$ cat src/rtl/rps_pkg.sv
`default_nettype none
package rps_pkg;

  // register index width and config data width
  localparam int unsigned CfgAddrW = 3;
  localparam int unsigned CfgDataW = 16;

  // hold window must count more than this many pressed ticks
  localparam logic [7:0] HoldMinCount = 8'd5;

  // reset values of the configuration registers
  localparam logic [7:0]  DebounceTicksRst  = 8'd2;
  localparam logic [7:0]  HoldWindowRst     = 8'd10;
  localparam logic [15:0] AutooffTicksRst   = 16'd2000;
  localparam logic [7:0]  RadioIdleTicksRst = 8'd100;
  localparam logic [15:0] AdcPeriodRst      = 16'd10;
  localparam logic [11:0] BattLowLevelRst   = 12'd3000;
  localparam logic [11:0] BattHighLevelRst  = 12'd3400;

  // reset values of the supervisor state
  localparam logic [15:0] AdcWaitRst        = 16'd9;
  localparam logic [11:0] ReadingRst        = 12'd4095;

  // configuration register indexes
  typedef enum logic [CfgAddrW-1:0] {
    RegDebounceTicks  = 3'd0,
    RegHoldWindow     = 3'd1,
    RegAutooffTicks   = 3'd2,
    RegRadioIdleTicks = 3'd3,
    RegAdcPeriod      = 3'd4,
    RegBattLowLevel   = 3'd5,
    RegBattHighLevel  = 3'd6
  } cfg_reg_e;

  // reason for a switch-off
  typedef enum logic [1:0] {
    CauseNone    = 2'd0,
    CauseIdle    = 2'd1,
    CauseBattLow = 2'd2,
    CauseButton  = 2'd3
  } off_cause_e;

  // input item, last declared field in the lowest bits
  typedef struct packed {
    logic        radio_send;
    logic [11:0] adc_value;
    logic        adc_done;
    logic        button_down;
    logic        press_event;
  } in_item_t;

  // result item, last declared field in the lowest bits, padded to whole bytes
  typedef struct packed {
    logic [6:0]  pad;
    logic [31:0] sleep_ticks;
    logic        button_irq_enabled;
    logic        battery_ok;
    logic        adc_start;
    logic        radio_sleep_request;
    off_cause_e  off_cause;
    logic        sleep_request;
    logic        wake_request;
    logic        power_on;
  } out_item_t;

  localparam int unsigned InW  = $bits(in_item_t);
  localparam int unsigned OutW = $bits(out_item_t);

endpackage
`default_nettype wire

$ cat src/rtl/remote_power_supervisor.sv
// Power supervisor for a battery handheld, stepped once per slow tick.
// Each transaction on the slave stream is one tick: button edge and level,
// a finished battery conversion with its reading, and radio activity.
// Each tick yields exactly one result transaction on the master stream:
// supply state, wake/sleep pulses with the switch-off cause, radio sleep
// request, conversion start pulse, battery hysteresis state, button mask
// state and the saturating count of ticks since the last switch-off.
// The result sits in the output register from the cycle after the tick is
// taken. Throughput is one tick per cycle while the receiver keeps up; the
// whole update is one pass of counters and compares into the state and
// output registers. s_axis_tready stays high while the output register is
// empty or being drained, so a stalled receiver holds one result and stops
// new ticks only until it takes it.
// Configuration writes come over the cfg channel (index 0..6, unknown
// indexes are dropped), always ready; write only while no tick is in flight.
// Reset loads the register defaults, powers the supply off, unmasks the
// button, marks the battery good and empties the output register.
`default_nettype none
module remote_power_supervisor (
  input  wire logic                         clk_i,
  input  wire logic                         rst_ni,
  // tick stream
  input  wire logic                         s_axis_tvalid,
  output logic                              s_axis_tready,
  // press_event, button_down, adc_done, adc_value[11:0], radio_send
  input  wire logic [rps_pkg::InW-1:0]      s_axis_tdata,
  // result stream
  output logic                              m_axis_tvalid,
  input  wire logic                         m_axis_tready,
  // power_on, wake_request, sleep_request, off_cause[1:0],
  // radio_sleep_request, adc_start, battery_ok, button_irq_enabled,
  // sleep_ticks[31:0], zero pad
  output logic [rps_pkg::OutW-1:0]          m_axis_tdata,
  // configuration writes
  input  wire logic                         cfg_valid_i,
  output logic                              cfg_ready_o,
  input  wire logic [rps_pkg::CfgAddrW-1:0] cfg_addr_i,
  input  wire logic [rps_pkg::CfgDataW-1:0] cfg_data_i
);
  import rps_pkg::*;

  // configuration registers
  logic [7:0]  debounce_ticks_q, hold_window_q, radio_idle_ticks_q;
  logic [15:0] autooff_ticks_q, adc_period_q;
  logic [11:0] batt_low_q, batt_high_q;

  // supervisor state
  logic        supply_on_q, supply_on_d;
  logic [7:0]  hold_left_q, hold_left_d;
  logic [7:0]  hold_count_q, hold_count_d;
  logic [7:0]  debounce_left_q, debounce_left_d;
  logic        debounce_active_q, debounce_active_d;
  logic [15:0] idle_left_q, idle_left_d;
  logic [7:0]  radio_left_q, radio_left_d;
  logic [15:0] adc_wait_q, adc_wait_d;
  logic [11:0] latest_q, latest_d;
  logic [11:0] held_q, held_d;
  logic        batt_good_q, batt_good_d;
  logic [31:0] asleep_q, asleep_d;

  // output register
  logic        out_valid_q;
  out_item_t   out_q, out_d;

  in_item_t    in_item;
  logic        in_fire;
  logic        wake, sleep, radio_req, start;
  off_cause_e  cause, off;

  assign in_item       = in_item_t'(s_axis_tdata);
  assign s_axis_tready = !out_valid_q || m_axis_tready;
  assign in_fire       = s_axis_tvalid && s_axis_tready;
  assign cfg_ready_o   = 1'b1;
  assign m_axis_tvalid = out_valid_q;
  assign m_axis_tdata  = out_q;

  // configuration write
  always_ff @(posedge clk_i or negedge rst_ni) begin
    if (!rst_ni) begin
      debounce_ticks_q   <= DebounceTicksRst;
      hold_window_q      <= HoldWindowRst;
      autooff_ticks_q    <= AutooffTicksRst;
      radio_idle_ticks_q <= RadioIdleTicksRst;
      adc_period_q       <= AdcPeriodRst;
      batt_low_q         <= BattLowLevelRst;
      batt_high_q        <= BattHighLevelRst;
    end else if (cfg_valid_i) begin
      unique case (cfg_reg_e'(cfg_addr_i))
        RegDebounceTicks:  debounce_ticks_q   <= cfg_data_i[7:0];
        RegHoldWindow:     hold_window_q      <= cfg_data_i[7:0];
        RegAutooffTicks:   autooff_ticks_q    <= cfg_data_i;
        RegRadioIdleTicks: radio_idle_ticks_q <= cfg_data_i[7:0];
        RegAdcPeriod:      adc_period_q       <= cfg_data_i;
        RegBattLowLevel:   batt_low_q         <= cfg_data_i[11:0];
        RegBattHighLevel:  batt_high_q        <= cfg_data_i[11:0];
        default: ;
      endcase
    end
  end

  // one tick of the supervisor
  always_comb begin
    supply_on_d       = supply_on_q;
    hold_left_d       = hold_left_q;
    hold_count_d      = hold_count_q;
    debounce_left_d   = debounce_left_q;
    debounce_active_d = debounce_active_q;
    idle_left_d       = idle_left_q;
    radio_left_d      = radio_left_q;
    adc_wait_d        = adc_wait_q;
    latest_d          = latest_q;
    held_d            = held_q;
    batt_good_d       = batt_good_q;
    wake              = 1'b0;
    sleep             = 1'b0;
    radio_req         = 1'b0;
    start             = 1'b0;
    cause             = CauseNone;
    off               = CauseNone;

    // accepted press opens the hold window and masks the button
    if (in_item.press_event && !debounce_active_q) begin
      debounce_left_d   = debounce_ticks_q;
      debounce_active_d = 1'b1;
      hold_left_d       = hold_window_q;
      hold_count_d      = '0;
    end
    if (in_item.adc_done) begin
      latest_d = in_item.adc_value;
    end
    if (in_item.radio_send) begin
      radio_left_d = radio_idle_ticks_q;
    end

    // hold window: count pressed ticks, toggle supply at the close
    if (hold_left_d != '0) begin
      if (in_item.button_down && hold_count_d != 8'hFF) begin
        hold_count_d = hold_count_d + 8'd1;
      end
      if (hold_left_d == 8'd1 && hold_count_d > HoldMinCount) begin
        if (supply_on_d) begin
          supply_on_d = 1'b0;
          sleep       = 1'b1;
          cause       = CauseButton;
        end else begin
          supply_on_d  = 1'b1;
          adc_wait_d   = adc_period_q;
          idle_left_d  = autooff_ticks_q;
          radio_left_d = radio_idle_ticks_q;
          wake         = 1'b1;
        end
        hold_count_d = '0;
      end
      hold_left_d = hold_left_d - 8'd1;
    end

    // debounce countdown, wraps when loaded with zero
    if (debounce_active_d) begin
      debounce_left_d = debounce_left_d - 8'd1;
      if (debounce_left_d == '0) begin
        debounce_active_d = 1'b0;
      end
    end

    // countdowns and battery check while powered
    if (supply_on_d) begin
      if (radio_left_d != '0) begin
        radio_left_d = radio_left_d - 8'd1;
        if (radio_left_d == '0) begin
          radio_req = 1'b1;
        end
      end
      if (idle_left_d != '0) begin
        idle_left_d = idle_left_d - 16'd1;
        if (idle_left_d == '0) begin
          off = CauseIdle;
        end
      end
      if (adc_wait_d == '0) begin
        adc_wait_d = adc_period_q;
        held_d     = latest_d;
        start      = 1'b1;
      end
      adc_wait_d = adc_wait_d - 16'd1;
      if (batt_good_d) begin
        if (held_d < batt_low_q) begin
          batt_good_d = 1'b0;
          idle_left_d = '0;
          off         = CauseBattLow;
        end
      end else if (held_d > batt_high_q) begin
        batt_good_d = 1'b1;
      end
      if (off != CauseNone) begin
        supply_on_d = 1'b0;
        sleep       = 1'b1;
        cause       = off;
      end
    end

    // saturating tick count since the last switch-off
    asleep_d = (asleep_q != 32'hFFFF_FFFF) ? asleep_q + 32'd1 : asleep_q;
    if (sleep) begin
      asleep_d = '0;
    end

    out_d.pad                 = '0;
    out_d.power_on            = supply_on_d;
    out_d.wake_request        = wake;
    out_d.sleep_request       = sleep;
    out_d.off_cause           = cause;
    out_d.radio_sleep_request = radio_req;
    out_d.adc_start           = start;
    out_d.battery_ok          = batt_good_d;
    out_d.button_irq_enabled  = !debounce_active_d;
    out_d.sleep_ticks         = asleep_d;
  end

  // state update on each accepted tick
  always_ff @(posedge clk_i or negedge rst_ni) begin
    if (!rst_ni) begin
      supply_on_q       <= 1'b0;
      hold_left_q       <= '0;
      hold_count_q      <= '0;
      debounce_left_q   <= '0;
      debounce_active_q <= 1'b0;
      idle_left_q       <= '0;
      radio_left_q      <= RadioIdleTicksRst;
      adc_wait_q        <= AdcWaitRst;
      latest_q          <= ReadingRst;
      held_q            <= ReadingRst;
      batt_good_q       <= 1'b1;
      asleep_q          <= '0;
    end else if (in_fire) begin
      supply_on_q       <= supply_on_d;
      hold_left_q       <= hold_left_d;
      hold_count_q      <= hold_count_d;
      debounce_left_q   <= debounce_left_d;
      debounce_active_q <= debounce_active_d;
      idle_left_q       <= idle_left_d;
      radio_left_q      <= radio_left_d;
      adc_wait_q        <= adc_wait_d;
      latest_q          <= latest_d;
      held_q            <= held_d;
      batt_good_q       <= batt_good_d;
      asleep_q          <= asleep_d;
    end
  end

  // output register valid
  always_ff @(posedge clk_i or negedge rst_ni) begin
    if (!rst_ni) begin
      out_valid_q <= 1'b0;
    end else if (in_fire) begin
      out_valid_q <= 1'b1;
    end else if (m_axis_tready) begin
      out_valid_q <= 1'b0;
    end
  end

  // output register payload
  always_ff @(posedge clk_i) begin
    if (in_fire) begin
      out_q <= out_d;
    end
  end

endmodule
`default_nettype wire
$ cat config.mk
export PLATFORM = sky130hd
export DESIGN_NAME = remote_power_supervisor
export DESIGN_NICKNAME = d
export VERILOG_FILES = /design/src/rtl/rps_pkg.sv /design/src/rtl/remote_power_supervisor.sv
export SDC_FILE = /design/constraint.sdc
export NUM_CORES = 1
export LEC_CHECK = 0
export BUFFER_PORTS_ARGS = -buffer_cell sky130_fd_sc_hd__buf_4
export CORE_MARGIN = 4
export CORE_UTILIZATION = 35
export CTS_CLUSTER_DIAMETER = 150
export CTS_CLUSTER_SIZE = 8
export DETAILED_ROUTE_END_ITERATION = 12
export GPL_TIMING_DRIVEN = 0
export PLACE_DENSITY_LB_ADDON = 0.25
export SLEW_MARGIN = 10
export SYNTH_ARGS = -nofsm -noshare
export SYNTH_HDL_FRONTEND = slang
export SYNTH_SLANG_ARGS = --single-unit
export TNS_END_PERCENT = 10
$ cat constraint.sdc
create_clock -name clk_i -period 12.7 [get_ports clk_i]
set_clock_uncertainty 0.1 [all_clocks]
set_input_delay 1.27 -clock clk_i [delete_from_list [all_inputs] [get_ports clk_i]]
set_output_delay 1.27 -clock clk_i [all_outputs]
set_load 0.02 [all_outputs]
== After elaboration in Yosys (flattened, before gate mapping) ==
Cells that the tools add are included.

* Flip-flop bits (word level): 245
* Latch bits: 0
* RAM bits: 0
* Memory bits (read-only): 0
* Input bits: 40
* Output and inout port bits: 51
* Word-level logic and storage cells: 140
* Memories: 0

* Add/subtract/negate cells: 7
* Multiply operators: 0
* Div/mod/pow operators: 0
* $lt $le $gt $ge: 3
* Eq/ne operators: 9
* Shifts and indexed selects: 0
* Multiplexer cells: 64
* Bitwise logic cells: 0
* Reduce and logical (&&, ||, !) cells: 28

{| class="wikitable"
|+ Operators by type and width
! cell !! number
|-
| two-way mux 16 bit || 13
|-
| two-way mux 8 bit || 15
|-
| two-way mux 32 bit || 2
|-
| two-way mux 12 bit || 3
|-
| adder 32 x 1 -> 32 bit, second input constant || 1
|-
| zero test 16 bit || 2
|-
| != test 32 bit, second input constant || 1
|-
| subtractor 16 x 1 -> 16 bit, second input constant || 2
|-
| subtractor 8 x 1 -> 8 bit, second input constant || 3
|-
| two-way mux 1 bit || 23
|-
| AND reduction 2 bit || 10
|-
| zero test 8 bit || 2
|-
| two-way mux 2 bit || 8
|-
| nonzero test 16 bit || 1
|-
| nonzero test 8 bit || 2
|-
| greater-than comparator 12 bit || 1
|-
| < comparator 12 bit || 1
|-
| == test 3 bit, second input constant || 3
|-
| adder 8 x 1 -> 8 bit, second input constant || 1
|-
| == test 8 x 1 -> 1 bit, second input constant || 1
|-
| greater-than comparator 8 x 3 -> 1 bit, second input constant || 1
|-
| != test 8 bit, second input constant || 1
|-
| == test 3 x 2 -> 1 bit, second input constant || 2
|-
| logical AND 1 bit || 4
|-
| other kinds (5) || 8
|}

== Depth between registers and ports, before layout ==
* Depth after elaboration: 22
* Gate-level depth with buffers: 29
* Gate-level depth less buffers: 22

== Worst setup path after synthesis ==
No wires, ideal clock.

* Path kind: input to register
* From: input s_axis_tdata[0] (netlist name)
* To: register out_q (netlist bit m_axis_tdata[10]), data pin
* Setup time: 257 ps
* Arrival time: 6611 ps
* Data required time: 12343 ps
* Path slack: 5733 ps
* Stages on the path: 29
* Path buffers: 7
* Path through: buf_6 -> nand2b_1 -> clkbuf_1 -> clkbuf_1 -> clkbuf_1 -> and2_1 -> ha_1 -> nand4_1 -> or3_1 -> a32o_1 -> and3_1 -> nor3_1 -> buf_2 -> o21ai_1 -> clkbuf_1 -> nor2_1 -> a21oi_1 -> ha_1 -> a21o_1 -> a21o_1 -> a21oi_1 -> o2111ai_1 -> nor2_1 -> a31oi_1 -> o21ai_1 -> nor2_2 -> inv_2 -> buf_2 -> nor2_1

* Cells in the longest elaborated chain, start to end: 21
* Elaborated cells on any way between the ends: 36
* Those cells by class: 2 x add/sub; 2 x order compare; 2 x eq/ne; 22 x mux; 8 x reduce/logical

{| class="wikitable"
|+ Ends and longest elaborated chain
! what !! RTL line !! source
|-
| start, declared || remote_power_supervisor.sv:26 || <nowiki>input wire logic [rps_pkg::InW-1:0] s_axis_tdata,</nowiki>
|-
| logical AND 1 bit * || remote_power_supervisor.sv:122 || <nowiki>if (in_item.press_event && !debounce_active_q) begin</nowiki>
|-
| branches (longest 18 deep; another with subtractor 16 x 1 -> 16 bit) || n/a ||
|-
| two-way mux 1 bit * || remote_power_supervisor.sv:166 || <nowiki>if (supply_on_d) begin</nowiki>
|-
| two-way mux 32 bit * || remote_power_supervisor.sv:203 || <nowiki>if (sleep) begin</nowiki>
|-
| named net asleep_d[1] || remote_power_supervisor.sv:59 || <nowiki>logic [31:0] asleep_q, asleep_d;</nowiki>
|-
| end signal, assigned || remote_power_supervisor.sv:264 || <nowiki>out_q <= out_d;</nowiki>
|-
| end, declared || remote_power_supervisor.sv:63 || <nowiki>out_item_t out_q, out_d;</nowiki>
|}

Mark *: on every way through the listed nets, which the timed path passes. The select of a mux whose other input is x is not followed.
A chain may end at the register's enable or synchronous reset.

== Worst setup path after layout ==
* From: input s_axis_tdata[0] (netlist name)
* To: register out_q (netlist bit m_axis_tdata[16]), data pin

The elaborated chain is that of the path after synthesis.

==> impl_metrics.csv <==
group,metric,value,unit
outcome,result_of_the_run,"finished, final reports clean",
critical_path,path_max_fanout,10,
clocking,root_buffer,"sky130_fd_sc_hd__clkbuf_16",
global_routing,grt_overflow,0,
timing,fmax,110.1,MHz
routing,routed_wl,44790,um
floorplanning,dieArea,44980,um2
timing,setup_repair_after_global_routing_missed_its_margin,"no",
critical_path,worst-path-buf-inv,8,
clocking,clkSinkCount,245,
critical_path,cp_slowest_cell,"sky130_fd_sc_hd__o21ai_1",
synthesis,mapped_cells,1486,
synthesis,synth_cell_area,14580,um2
routing,ant_nets,0,
power,power.density_cell_area,186.4,nW/um2
finish,nFillCells,3974,
critical_path,crit_path_end_kind,"flip-flop",
synthesis,synth_enable_flop_cells,41,
finish,most-common-layout-cells,"sky130_fd_sc_hd__nor2_1 (173), sky130_fd_sc_hd__dfrtp_1 (148), sky130_fd_sc_hd__mux2_2 (112)",
floorplanning,core,41020,um2
clocking,post_cts_setup_buffers,0,
job,maxCapViolCount,0,
finish,fin_util,0.4140,
finish,design.final.nets,1686,
timing,final-max-slew-violation-count,0,
clocking,clock_path_buffers,3,
power,worst_ir_drop_vdd,0.1545,mV
power,leakage,6.957,nW
finish,post_route_cells_drive_above_1_share,0.2046,
min_path,min-delay-path-class,"flip-flop to flip-flop",
floorplanning,top_level_ports,91,
synthesis,synth.avg_cell_area,9.810,um2
finish,layout.cells.most_common,"sky130_fd_sc_hd__nor2_1",
synthesis,ys_warn_count,0,
floorplanning,fp.dieH,212.1,um
power,fin_total_pwr,3.165,mW
timing,finalSetupViolations,0,
critical_path,reg2reg_setup_slack,3920,ps
routing,avgViaCountPerCell,5.734,
critical_path,worstSetupPathType,"primary input to flip-flop",
clocking,numCtsBuffers,36,
synthesis,synth_top_flop_cell,"sky130_fd_sc_hd__dfrtp_1",
finish,areaGrowthSynthToFinish,16.50,%
critical_path,cp_data_required_time,12860,ps
routing,drt_iter0_markers,949,
global_routing,grtUsageTotal,0.1958,
placement,port_buffer_count,78,
synthesis,synth-seq-area-share,0.4394,
global_routing,grt_start_max_net_pins,92,
routing,routed-via-count,12438,
finish,post-route-cell-area,16980,um2
critical_path,top_cell_family_by_delay_on_the_critical_path,"buffers and inverters",
critical_path,worst_ep_arrival_time,9250,ps
critical_path,critPathMaxStageDelay,610,ps
routing,detailedRoute.firstPassIterationCount,5,
synthesis,synth_cell_types,81,
global_routing,vias_in_the_first_global_route,12158,
clocking,clkSlewWorstSetupHoldPaths,60,ps
clocking,clock_tree.htree_level_count,2,
routing,drc_errors,0,
placement,detailedPlacementHpwl,31560,um
synthesis,ys_async_sr_fraction,0.8327,
placement,place.gp.congestion,0.9151,
timing,final_hold_vios,0,
clocking,cts_resized,0,
clocking,cts.hold.buffers_added,0,
floorplanning,rows,74,
clocking,clk-insertion-delay-late,540,ps
timing,finalSetupTns,0,ps
global_routing,grt_antenna_before_repair,0,
timing,worst_pin_slew,1209,ps
floorplanning,die_width,212.1,um
global_routing,first_pass_grt_wire_length,70010,um
finish,area.sequential,6406,um2
clocking,tritoncts,"done",
timing,slew_headroom,0.1876,
routing,routed_wire_length_per_instance,20.65,um
critical_path,element_type_at_the_critical_path_start,"primary input",
timing,final.period_utilization,0.7151,
finish,antenna_cells,0,
finish,multi_input_area,7661,um2
synthesis,ys_seq_elements,245,
timing,period_minus_slack,9082,ps
placement,place_area,15940,um2
floorplanning,initial_core_util,0.3554,
critical_path,crit_path_frequent_cell,"sky130_fd_sc_hd__clkbuf_1",
Yosys cell counts, drive strengths merged (8+ instances only):
cell type	count	area (um2)
and4	10	87.58
a22oi	13	97.59
o22ai	8	50.05
nor3	58	295.3
xnor2	28	245.2
and3	18	112.6
nor2	174	655.6
o21a	10	75.07
clkbuf	58	217.7
ha	35	437.9
nor4	10	83.83
xor2	32	280.3
edfxtp	41	1231
nand4	25	156.4
nand2	110	412.9
a31oi	20	125.1
buf	34	190.2
a221o	18	180.2
inv	34	127.6
or3	13	81.33
nor4b	9	85.08
or4	11	82.58
dfrtp	148	3704
mux2	112	1261
a22o	24	210.2
o31ai	20	150.1
dfstp	56	1471
a21o	14	105.1
o21ai	69	345.3
mux2i	45	454.2
nand3	49	245.2
and2	11	68.82
a21oi	49	245.2
worst register-to-register path: cells and delay by family, from the launching register on:
family                     cells  cell delay [ps]
AOI/OAI and AO/OA              9             2620
adders and majority gates      2              560
buffers and inverters          8             2680
DFF                            1              310
and+or+nand+nor                9             2240
report_power, final:
part / switching (mW) / leakage (nW) / internal, mW
combinational: 0.693 / 3.75 / 0.483
clock: 0.370 / 0.497 / 0.534
sequential: 0.130 / 2.71 / 0.956
total: 1.19 / 6.96 / 1.97
registers in the layout (all words and copies together) (netlist names), 8 cells and up:
name / flops
adc_period_q: 16
batt_low_q: 12
debounce_ticks_q: 8
hold_count_q: 8
batt_high_q: 12
idle_left_q: 16
m_axis_tdata: 41
autooff_ticks_q: 16
adc_wait_q: 16
radio_left_q: 8
hold_left_q: 8
hold_window_q: 8
asleep_q: 32
debounce_left_q: 8
held_q: 12
radio_idle_ticks_q: 8
latest_q: 12
path summary, 6_finish.rpt:
| check | start | endpoint | depth (start not counted) |
|---|---|---|---|
| setup / recovery | s_axis_tdata[0] | m_axis_tdata[16] | 28 |
| hold / removal | hold_left_q[0] | hold_left_q[0] | 2 |
| setup reg to reg | debounce_active_q | m_axis_tdata[16] | 28 |
| hold reg to reg | hold_left_q[0] | hold_left_q[0] | 2 |
| max in group asynchronous | rst_ni | asleep_q[9] | 3 |
| min in group asynchronous | rst_ni | adc_period_q[8] | 1 |
area by class of cell:
class / instances / area share
Multi-Input combinational cell: 1120 / 0.4511
Sequential cell: 245 / 0.3772
Clock buffer: 60 / 0.05835
Timing Repair Buffer: 81 / 0.03934
Tap cell: 532 / 0.03920
Buffer: 92 / 0.02409
Inverter: 35 / 0.007736
Clock inverter: 4 / 0.002947
routing by layer:
layer	global-route usage	vias up	wire length [um]
met5	0	-	0
li1	-	5786	-
met4	0.06327	0	1387
met2	0.3185	515	20500
met1	0.2694	6041	20020
met3	0.02951	96	2881
per-stage QoR:
| step | instances | hold WS, ps | setup slack (ps) |
|---|---|---|---|
| 6_report | 2169 | 379.3 | 3618 |
| 3_5_place_dp | 2105 | 369.4 | 3136 |
| 5_1_grt | 2169 | 407.9 | 3014 |
| 4_1_cts | 2169 | 381.7 | 3647 |
| 3_3_place_gp | 2102 | 365.5 | 2966 |
| 2_1_floorplan | 1492 | 349.2 | 5733 |
logic make-up after synthesis:
group | count (synthesis) | share of synthesized area
XOR/XNOR | 60 | 0.03605
other | 2 | 0.0005152
multiplexers | 157 | 0.1177
adder cells (fa/ha/maj) | 35 | 0.03004
buffers and inverters | 127 | 0.03699
AND/OR/NAND/NOR | 534 | 0.1808
AO/OA/AOI/OAI | 326 | 0.1584
flip-flops | 245 | 0.4394
(Power assumes the default switching activity.)
